**src/rtl/core/min_max_pixel_rescale_defines.svh**
```systemverilog
// Assertion macros shared by the min/max pixel rescale RTL.
// Included by mmpr_back, the one module that carries concurrent checks; no other dependencies.
`ifndef MIN_MAX_PIXEL_RESCALE_DEFINES_SVH
`define MIN_MAX_PIXEL_RESCALE_DEFINES_SVH

`ifndef SYNTHESIS
// Same-cycle implication, disabled during reset
`define MMPR_ASSERT_IMPLIES(label, clk, rst_n, cond, prop) \
    label: assert property (@(posedge clk) disable iff (!rst_n) (cond) |-> (prop)) \
        else $error("mmpr implication check failed");
// Next-cycle implication, disabled during reset
`define MMPR_ASSERT_NEXT(label, clk, rst_n, cond, prop) \
    label: assert property (@(posedge clk) disable iff (!rst_n) (cond) |=> (prop)) \
        else $error("mmpr next-cycle check failed");
`else
`define MMPR_ASSERT_IMPLIES(label, clk, rst_n, cond, prop)
`define MMPR_ASSERT_NEXT(label, clk, rst_n, cond, prop)
`endif

`endif

```
**src/rtl/core/mmpr_pkg.sv**
```systemverilog
// Types and constants for the min/max pixel rescale block.
// Used by mmpr_front, mmpr_queue, mmpr_back and min_max_pixel_rescale.
`default_nettype none

package mmpr_pkg;

    localparam logic [15:0] FULL_NARROW = 16'd255;
    localparam logic [15:0] FULL_WIDE   = 16'd65535;

    localparam int QUEUE_DEPTH = 2;
    localparam int QPTR_W      = $clog2(QUEUE_DEPTH);
    localparam int QCNT_W      = $clog2(QUEUE_DEPTH + 1);

    localparam int DIV_STEPS = 16;
    localparam int DCNT_W    = $clog2(DIV_STEPS);

    // How the back end finishes a convert word
    typedef enum logic [1:0] {
        KIND_PASS,
        KIND_ZERO,
        KIND_FULL,
        KIND_DIV
    } kind_t;

    typedef struct packed {
        kind_t       kind;
        logic [15:0] value;   // pixel for pass-through, p - min for divide
        logic [15:0] span;    // max - min for divide
    } job_t;

    typedef enum logic [1:0] {
        B_IDLE,
        B_SETUP,
        B_CALC,
        B_FINISH
    } bstate_t;

endpackage

`default_nettype wire

```
**src/rtl/core/mmpr_front.sv**
```systemverilog
// Front end: accepts words, tracks frame min/max, classifies converts.
// Depends on mmpr_pkg; pushes jobs into mmpr_queue.
`default_nettype none

module mmpr_front #(
    parameter int PIXEL_BITS = 16
) (
    input  wire logic          clk,
    input  wire logic          rst_n,
    input  wire logic          in_valid,
    output logic               in_ready,
    input  wire logic          action,
    input  wire logic          first_of_frame,
    input  wire logic [15:0]   pixel_in,
    output logic               push_valid,
    input  wire logic          push_ready,
    output mmpr_pkg::job_t     push_job
);

    localparam logic [15:0] SRC_MASK = 16'((32'd1 << PIXEL_BITS) - 32'd1);

    logic [15:0] min_reg, min_next;
    logic [15:0] max_reg, max_next;
    logic [15:0] pix;
    logic        accept;

    assign pix      = pixel_in & SRC_MASK;
    assign in_ready = push_ready;
    assign accept   = in_valid && in_ready;

    // Track min/max on measure words
    always_comb
    begin
        min_next = min_reg;
        max_next = max_reg;
        if (accept && !action) begin
            if (first_of_frame) begin
                min_next = pix;
                max_next = pix;
            end else begin
                if (pix < min_reg) min_next = pix;
                if (pix > max_reg) max_next = pix;
            end
        end
    end

    always_ff @(posedge clk or negedge rst_n)
    begin
        if (!rst_n) begin
            min_reg <= SRC_MASK;
            max_reg <= 16'd0;
        end else begin
            min_reg <= min_next;
            max_reg <= max_next;
        end
    end

    // Classify convert words against the stored range
    always_comb
    begin
        push_job.value = 16'(pix - min_reg);
        push_job.span  = 16'(max_reg - min_reg);
        if (max_reg <= min_reg) begin
            push_job.kind  = mmpr_pkg::KIND_PASS;
            push_job.value = pix;
        end else if (pix <= min_reg) begin
            push_job.kind = mmpr_pkg::KIND_ZERO;
        end else if (pix >= max_reg) begin
            push_job.kind = mmpr_pkg::KIND_FULL;
        end else begin
            push_job.kind = mmpr_pkg::KIND_DIV;
        end
    end

    assign push_valid = accept && action;

endmodule

`default_nettype wire

```
**src/rtl/core/mmpr_queue.sv**
```systemverilog
// Short job queue between front and back end, held in flops.
// Depends on mmpr_pkg for the job type and depth.
`default_nettype none

module mmpr_queue (
    input  wire logic           clk,
    input  wire logic           rst_n,
    input  wire logic           push_valid,
    output logic                push_ready,
    input  wire mmpr_pkg::job_t push_job,
    output logic                pop_valid,
    input  wire logic           pop,
    output mmpr_pkg::job_t      pop_job
);

    mmpr_pkg::job_t                  slots [mmpr_pkg::QUEUE_DEPTH];
    logic [mmpr_pkg::QPTR_W-1:0]     wr_ptr_reg, wr_ptr_next;
    logic [mmpr_pkg::QPTR_W-1:0]     rd_ptr_reg, rd_ptr_next;
    logic [mmpr_pkg::QCNT_W-1:0]     count_reg, count_next;
    logic                            do_push, do_pop;

    assign push_ready = count_reg != mmpr_pkg::QCNT_W'(mmpr_pkg::QUEUE_DEPTH);
    assign pop_valid  = count_reg != '0;
    assign pop_job    = slots[rd_ptr_reg];
    assign do_push    = push_valid && push_ready;
    assign do_pop     = pop && pop_valid;

    // Advance pointers and count
    always_comb
    begin
        wr_ptr_next = wr_ptr_reg;
        rd_ptr_next = rd_ptr_reg;
        count_next  = count_reg;
        if (do_push) begin
            wr_ptr_next = (wr_ptr_reg == mmpr_pkg::QPTR_W'(mmpr_pkg::QUEUE_DEPTH - 1))
                          ? '0 : mmpr_pkg::QPTR_W'(wr_ptr_reg + 1'b1);
        end
        if (do_pop) begin
            rd_ptr_next = (rd_ptr_reg == mmpr_pkg::QPTR_W'(mmpr_pkg::QUEUE_DEPTH - 1))
                          ? '0 : mmpr_pkg::QPTR_W'(rd_ptr_reg + 1'b1);
        end
        if (do_push && !do_pop) begin
            count_next = mmpr_pkg::QCNT_W'(count_reg + 1'b1);
        end else if (!do_push && do_pop) begin
            count_next = mmpr_pkg::QCNT_W'(count_reg - 1'b1);
        end
    end

    always_ff @(posedge clk or negedge rst_n)
    begin
        if (!rst_n) begin
            wr_ptr_reg <= '0;
            rd_ptr_reg <= '0;
            count_reg  <= '0;
        end else begin
            wr_ptr_reg <= wr_ptr_next;
            rd_ptr_reg <= rd_ptr_next;
            count_reg  <= count_next;
        end
    end

    // Store the pushed job
    always_ff @(posedge clk)
    begin
        if (do_push) begin
            slots[wr_ptr_reg] <= push_job;
        end
    end

endmodule

`default_nettype wire

```
**src/rtl/core/mmpr_back.sv**
```systemverilog
// Back end: finishes convert jobs with a radix-2 restoring divider and
// holds the result word. Depends on mmpr_pkg and the assertion macros.
`default_nettype none
`include "min_max_pixel_rescale_defines.svh"

module mmpr_back (
    input  wire logic           clk,
    input  wire logic           rst_n,
    input  wire logic           target_is_wide,
    input  wire logic           job_valid,
    output logic                pop,
    input  wire mmpr_pkg::job_t job,
    output logic                out_valid,
    input  wire logic           out_ready,
    output logic [15:0]         pixel_out
);

    mmpr_pkg::bstate_t             state_reg, state_next;
    logic [mmpr_pkg::DCNT_W-1:0]   cnt_reg;
    logic [15:0]                   rem_reg;
    logic [15:0]                   low_reg;
    logic [15:0]                   span_reg;
    logic                          out_valid_reg;
    logic [15:0]                   pixel_out_reg;
    logic                          slot_free;
    logic                          out_load;
    logic [15:0]                   out_value;
    logic [15:0]                   full;
    logic [31:0]                   numer;
    logic [16:0]                   trial;
    logic                          fits;
    logic [16:0]                   diff17;

    assign full      = target_is_wide ? mmpr_pkg::FULL_WIDE : mmpr_pkg::FULL_NARROW;
    assign slot_free = !out_valid_reg || out_ready;

    // full * (p - min) as shift and subtract
    assign numer = target_is_wide
                   ? ({low_reg, 16'd0} - {16'd0, low_reg})
                   : ({8'd0, low_reg, 8'd0} - {16'd0, low_reg});

    // One restoring step
    assign trial  = {rem_reg, low_reg[15]};
    assign diff17 = trial - {1'b0, span_reg};
    assign fits   = trial >= {1'b0, span_reg};

    // Next state
    always_comb
    begin
        state_next = state_reg;
        case (state_reg)
            mmpr_pkg::B_IDLE:
            begin
                if (job_valid && job.kind == mmpr_pkg::KIND_DIV) begin
                    state_next = mmpr_pkg::B_SETUP;
                end
            end
            mmpr_pkg::B_SETUP:
            begin
                state_next = mmpr_pkg::B_CALC;
            end
            mmpr_pkg::B_CALC:
            begin
                if (cnt_reg == mmpr_pkg::DCNT_W'(mmpr_pkg::DIV_STEPS - 1)) begin
                    state_next = mmpr_pkg::B_FINISH;
                end
            end
            mmpr_pkg::B_FINISH:
            begin
                if (slot_free) begin
                    state_next = mmpr_pkg::B_IDLE;
                end
            end
            default:
            begin
                state_next = mmpr_pkg::B_IDLE;
            end
        endcase
    end

    // Outputs of the sequencer: pop, result load
    always_comb
    begin
        pop       = 1'b0;
        out_load  = 1'b0;
        out_value = low_reg;
        case (state_reg)
            mmpr_pkg::B_IDLE:
            begin
                if (job_valid) begin
                    case (job.kind)
                        mmpr_pkg::KIND_DIV:
                        begin
                            pop = 1'b1;
                        end
                        mmpr_pkg::KIND_ZERO:
                        begin
                            pop       = slot_free;
                            out_load  = slot_free;
                            out_value = 16'd0;
                        end
                        mmpr_pkg::KIND_FULL:
                        begin
                            pop       = slot_free;
                            out_load  = slot_free;
                            out_value = full;
                        end
                        default:
                        begin
                            pop       = slot_free;
                            out_load  = slot_free;
                            out_value = job.value & full;
                        end
                    endcase
                end
            end
            mmpr_pkg::B_FINISH:
            begin
                out_load = slot_free;
            end
            default:
            begin
                pop      = 1'b0;
                out_load = 1'b0;
            end
        endcase
    end

    always_ff @(posedge clk or negedge rst_n)
    begin
        if (!rst_n) begin
            state_reg     <= mmpr_pkg::B_IDLE;
            out_valid_reg <= 1'b0;
        end else begin
            state_reg <= state_next;
            if (out_load) begin
                out_valid_reg <= 1'b1;
            end else if (out_ready) begin
                out_valid_reg <= 1'b0;
            end
        end
    end

    // Divider datapath: load, set up numerator, shift quotient in
    always_ff @(posedge clk)
    begin
        case (state_reg)
            mmpr_pkg::B_IDLE:
            begin
                low_reg  <= job.value;
                span_reg <= job.span;
                cnt_reg  <= '0;
            end
            mmpr_pkg::B_SETUP:
            begin
                rem_reg <= numer[31:16];
                low_reg <= numer[15:0];
                cnt_reg <= '0;
            end
            mmpr_pkg::B_CALC:
            begin
                rem_reg <= fits ? diff17[15:0] : trial[15:0];
                low_reg <= {low_reg[14:0], fits};
                cnt_reg <= mmpr_pkg::DCNT_W'(cnt_reg + 1'b1);
            end
            default:
            begin
                cnt_reg <= cnt_reg;
            end
        endcase
        if (out_load) begin
            pixel_out_reg <= out_value;
        end
    end

    assign out_valid = out_valid_reg;
    assign pixel_out = pixel_out_reg;

    // Checks
    `MMPR_ASSERT_IMPLIES(a_rem_below_span, clk, rst_n, state_reg == mmpr_pkg::B_CALC, rem_reg < span_reg)
    `MMPR_ASSERT_IMPLIES(a_pop_only_idle, clk, rst_n, pop, state_reg == mmpr_pkg::B_IDLE)
    `MMPR_ASSERT_IMPLIES(a_no_overwrite, clk, rst_n, out_valid_reg && !out_ready, !out_load)
    `MMPR_ASSERT_NEXT(a_calc_starts_clean, clk, rst_n, state_reg == mmpr_pkg::B_SETUP, state_reg == mmpr_pkg::B_CALC && cnt_reg == '0)

endmodule

`default_nettype wire

```
**src/rtl/core/min_max_pixel_rescale.sv**
```systemverilog
// Top level of the min/max pixel rescale block: config register and
// wiring of mmpr_front, mmpr_queue and mmpr_back. Depends on mmpr_pkg.
//
//  Channel   Signals                                   Handshake
//  -------   ---------------------------------------   ---------------
//  in        action, first_of_frame, pixel_in          in_valid/in_ready
//  out       pixel_out                                 out_valid/out_ready
//  cfg       cfg_wr_data (target_is_wide)              cfg_wr_en, no wait
//
//  Measure words end in the front at accept; a convert with no divide is popped
//  and loaded in the back-end idle state once the output slot is free. A divided
//  convert runs pop, numerator setup, 16 radix-2 quotient steps and result load,
//  which waits for a free output slot. A two-deep job queue lets the front keep
//  taking words while the divider runs or a result waits; in_ready drops only
//  when the queue is full. Reset: min = 2^PIXEL_BITS - 1, max = 0, narrow target.
`default_nettype none

module min_max_pixel_rescale #(
    parameter int PIXEL_BITS = 16
) (
    input  wire logic        clk,
    input  wire logic        rst_n,
    input  wire logic        in_valid,
    output logic             in_ready,
    input  wire logic        action,
    input  wire logic        first_of_frame,
    input  wire logic [15:0] pixel_in,
    output logic             out_valid,
    input  wire logic        out_ready,
    output logic [15:0]      pixel_out,
    input  wire logic        cfg_wr_en,
    input  wire logic        cfg_wr_data
);

    logic           target_is_wide_reg;
    logic           push_valid, push_ready;
    mmpr_pkg::job_t push_job;
    logic           job_valid, pop;
    mmpr_pkg::job_t job;

    // Hold the target width register
    always_ff @(posedge clk or negedge rst_n)
    begin
        if (!rst_n) begin
            target_is_wide_reg <= 1'b0;
        end else if (cfg_wr_en) begin
            target_is_wide_reg <= cfg_wr_data;
        end
    end

    mmpr_front #(
        .PIXEL_BITS (PIXEL_BITS)
    ) u_front (
        .clk            (clk),
        .rst_n          (rst_n),
        .in_valid       (in_valid),
        .in_ready       (in_ready),
        .action         (action),
        .first_of_frame (first_of_frame),
        .pixel_in       (pixel_in),
        .push_valid     (push_valid),
        .push_ready     (push_ready),
        .push_job       (push_job)
    );

    mmpr_queue u_queue (
        .clk        (clk),
        .rst_n      (rst_n),
        .push_valid (push_valid),
        .push_ready (push_ready),
        .push_job   (push_job),
        .pop_valid  (job_valid),
        .pop        (pop),
        .pop_job    (job)
    );

    mmpr_back u_back (
        .clk            (clk),
        .rst_n          (rst_n),
        .target_is_wide (target_is_wide_reg),
        .job_valid      (job_valid),
        .pop            (pop),
        .job            (job),
        .out_valid      (out_valid),
        .out_ready      (out_ready),
        .pixel_out      (pixel_out)
    );

endmodule

`default_nettype wire
```
**config.mk**
```make
export PLATFORM = sky130hd
export DESIGN_NAME = min_max_pixel_rescale
export DESIGN_NICKNAME = d
export VERILOG_FILES = /design/src/rtl/core/mmpr_pkg.sv /design/src/rtl/core/mmpr_front.sv /design/src/rtl/core/mmpr_queue.sv /design/src/rtl/core/mmpr_back.sv /design/src/rtl/core/min_max_pixel_rescale.sv
export VERILOG_INCLUDE_DIRS = /design/src /design/src/rtl/core
export SDC_FILE = /design/constraint.sdc
export NUM_CORES = 1
export LEC_CHECK = 0
export BUFFER_PORTS_ARGS = -buffer_cell sky130_fd_sc_hd__buf_2
export CELL_PAD_IN_SITES_DETAIL_PLACEMENT = 1
export CELL_PAD_IN_SITES_GLOBAL_PLACEMENT = 1
export CORE_MARGIN = 1.5
export CORE_UTILIZATION = 52
export CTS_BUF_LIST = sky130_fd_sc_hd__clkbuf_4
export DETAILED_ROUTE_END_ITERATION = 7
export GPL_TIMING_DRIVEN = 0
export PLACE_DENSITY_LB_ADDON = 0.05
export SYNTH_ARGS = -nofsm -noshare
export SYNTH_HDL_FRONTEND = slang
export SYNTH_HIERARCHICAL = 1
export SYNTH_SLANG_ARGS = --single-unit
```
**constraint.sdc**
```tcl
create_clock -name clk -period 3.7 [get_ports clk]
set_clock_uncertainty 0.15 [all_clocks]
set_input_delay 0.37 -clock clk [delete_from_list [all_inputs] [get_ports clk]]
set_output_delay 0.37 -clock clk [all_outputs]
set_load 0.005 [all_outputs]
```
==> impl_metrics.env <==
export IMPL_ant_nets=0
export IMPL_synthesis_area_um2=12200
export IMPL_grt_antenna_before_repair=2
export IMPL_r2r_start="u_front/min_reg[5]"
export IMPL_critPathTopFamily="compound AO/OA/AOI/OAI gates"
export IMPL_cp_startpoint="u_front/min_reg[5]"
export IMPL_async_flop_share_pct=22.7
export IMPL_io_pins=42
export IMPL_synthesis_nets=1318
export IMPL_outcome="finished, final reports clean"
export IMPL_overflow=0
export IMPL_post_route_util_pct=58.2
export IMPL_yosys_warnings=6
export IMPL_max_slew_worst_pin_slew_ns=1.10
export IMPL_start_util_pct=53.4
export IMPL_grt_max_degree=41
export IMPL_wl_per_cell_um=22.1
export IMPL_clkTransAtPathRegs_ns=0.15
export IMPL_clock_sinks=176
export IMPL_fin_nets=1399
export IMPL_layout_drive_gt1_share_pct=15.5
export IMPL_cp_slowest_cell="dfstp_2"
export IMPL_globalplace_congestion=0.976
export IMPL_min_path_cells=4
export IMPL_end_kind="flop"
export IMPL_hold_class="in2reg"
export IMPL_via_count=9759
export IMPL_worstSkewPairLatency_ns=0.60
export IMPL_synth_edff_count=136
export IMPL_worstPathMaxFanout=6
export IMPL_post_dp_cell_area_um2=12800
export IMPL_cp_data_arrival_time_ns=3.66
export IMPL_max_slew_margin_pct=26.6
export IMPL_r2r_slack_ns=0.23
export IMPL_ys_seq_area_share_pct=41.8
export IMPL_synth_top_area_share_pct=33.5
export IMPL_maxCapViolations=0
export IMPL_dpl_hpwl_um=27600
export IMPL_final_hold_viol_count=0
export IMPL_drtIter0Drc=537
export IMPL_path_buf_inv=3
export IMPL_synthTopCellsByArea="edfxtp_1, ha_1, dfrtp_1"
export IMPL_largest_reg_flops=68
export IMPL_synth_area_leader_cell="edfxtp_1"
export IMPL_cts_buffers=17
export IMPL_start_kind="flop"
export IMPL_htree_num_levels=4
export IMPL_worstHoldStart="in_valid"
export IMPL_clk_path_buf_depth=2
export IMPL_timing_rr_end="u_queue/slots[1][19]"
export IMPL_path_class="reg2reg"
export IMPL_cp_slowest_stage_delay_ns=0.55
export IMPL_syn_avg_cell_area_um2=10.1
export IMPL_crit_chain="inv_1 -> ha_1 -> a21oi_2 -> o21ai_1 -> or3b_1 -> o211ai_2 -> a21oi_2 -> o41ai_4 -> buf_4 -> buf_4 -> mux2_2"
export IMPL_rsz0062_at_grt="false"
export IMPL_fmax_ghz=0.288
export IMPL_finalCritPeriodShare_pct=93.7
export IMPL_cts_tree="done"
export IMPL_required_ns=3.90
export IMPL_whs_endpoint="u_queue/wr_ptr_reg"
export IMPL_track_usage_pct=30.3
export IMPL_die_y_um=156
export IMPL_placementRows=55
export IMPL_drt_first_pass_iters=5
export IMPL_ys_flop_type="edfxtp_1"
export IMPL_fin_setup_tns_ns=0
export IMPL_largest_register="u_queue/slots"
export IMPL_report_final_slew_viol_count=0
export IMPL_grt_pass1_vias=10157
export IMPL_core_um2=22800
export IMPL_drc=0
export IMPL_ys_types=94
export IMPL_die_w_um=156
export IMPL_port_buffers=40
export IMPL_period_minus_slack_ns=3.47
export IMPL_die_area_um2=24400
export IMPL_viasPerCell=6.03
export IMPL_setup_violations=0
export IMPL_final_cell_area_um2=13300
export IMPL_cts_root_buf="clkbuf_4"
export IMPL_dp_cells=1564
export IMPL_worstRegToRegCells=11
export IMPL_fin_cells=1618
export IMPL_grt_first_pass_wirelength_um=56100
export IMPL_yosys_register_bits=176
export IMPL_synth_cells=1210
export IMPL_routed_wl_um=35800
export IMPL_synthToLayoutAreaGrowth_pct=8.93
cell usage after synthesis (all sizes together) (9+ instances only):
| cell type | n |
|---|---|
| edfxtp | 136 |
| nor2 | 103 |
| nand2 | 92 |
| o21ai | 82 |
| ha | 81 |
| inv | 78 |
| a21oi | 70 |
| mux2 | 69 |
| nand3 | 54 |
| xnor2 | 48 |
| clkbuf | 46 |
| and3 | 29 |
| dfrtp | 24 |
| a21o | 23 |
| xor2 | 23 |
| nor3 | 21 |
| a221oi | 20 |
| buf | 16 |
| dfstp | 16 |
| nor2b | 15 |
| nand4 | 14 |
| a31oi | 12 |
| o21a | 10 |
| mux2i | 9 |
| o211ai | 9 |
routing by layer:
layer	track usage [%]	wire length [µm]	vias up
met5	0	34	-
li1	-	-	4612
met2	54.1	18000	238
met4	12.1	1230	2
met1	37.1	15400	4836
met3	3.89	1150	71
cell usage in the layout, fill, tap and decap left out, types with 7 or more instances in the layout:
master and instances:
nor2b_1 15, dfstp_2 16, inv_1 78, dlygate4sd3_1 20, o21ai_0 69, a31oi_1 12
o211ai_1 8, nor2_1 101, o21ai_1 11, inv_6 7, edfxtp_1 136, mux2i_1 9
o21a_1 9, ha_1 81, nand3_1 52, xor2_1 23, a22oi_1 7, mux2_4 37
nor4_1 7, and3_1 28, clkbuf_4 20, clkbuf_1 44, xnor2_1 48, mux2_2 31
nor3_1 21, a21oi_1 67, a21o_1 23, nand4_1 14, a221oi_1 18, dfrtp_1 24
buf_2 45, nand2_1 91
worst max-delay path by stage:
stage                      endpoint  slack [ns]  cells after the start
5_1_grt         u_back/pixel_out[0]      0.0004                      5
3_5_place_dp    u_back/pixel_out[0]       -0.16                      5
2_1_floorplan  u_queue/slots[0][24]        0.56                     10
3_3_place_gp   u_queue/slots[1][27]        0.02                      9
4_1_cts           u_back/rem_reg[2]        0.13                     10
6_report       u_queue/slots[1][19]        0.23                     11
logic make-up after synthesis:
family	count (synthesis)	share of synthesized area, %
AOI/OAI and AO/OA	289	16.0
xor gates and xnor gates	71	5.10
adders and majority gates	84	8.80
buffers and inverters	141	5.19
DFF	176	41.8
muxes	78	8.25
and+or+nand+nor	371	14.8
timing repair:
| action | 4_1_cts | 5_1_grt |
|---|---|---|
| hold endpoints to repair | 45 | 0 |
| setup buffers | 3 | 0 |
| pin swaps | 1 | 0 |
| gates resized for setup | 1 | 0 |
| hold buffers | 20 | 0 |
| setup endpoints to repair | 32 | 2 |
stage by stage:
step / worst slack (ns) / hold slack (ns)
floorplan: 0.562 / -0.0756
global placement: 0.0174 / 0.326
detailed placement: -0.156 / 0.342
CTS: 0.128 / 0.143
global route: 0.000448 / 0.184
finish: 0.234 / 0.194
tightest hold or removal path, stage by stage:
cell and delay (ns):
buf_2 0.10, and3_1 0.16, nand2_1 0.18, xnor2_1 0.10
layout make-up:
cell class                      instances  area [µm²]
Antenna cell                            1        2.50
Buffer                                 60         329
Clock buffer                           20         150
Clock inverter                         12        98.8
Fill cell                            2598        9560
Inverter                               79         297
Multi-Input combinational cell        893        6470
Sequential cell                       176        5100
Tap cell                              313         392
Timing Repair Buffer                   64         443
Power is not shown: default switching activity piles up to over one toggle a cycle in this logic, so the estimate is an artifact.
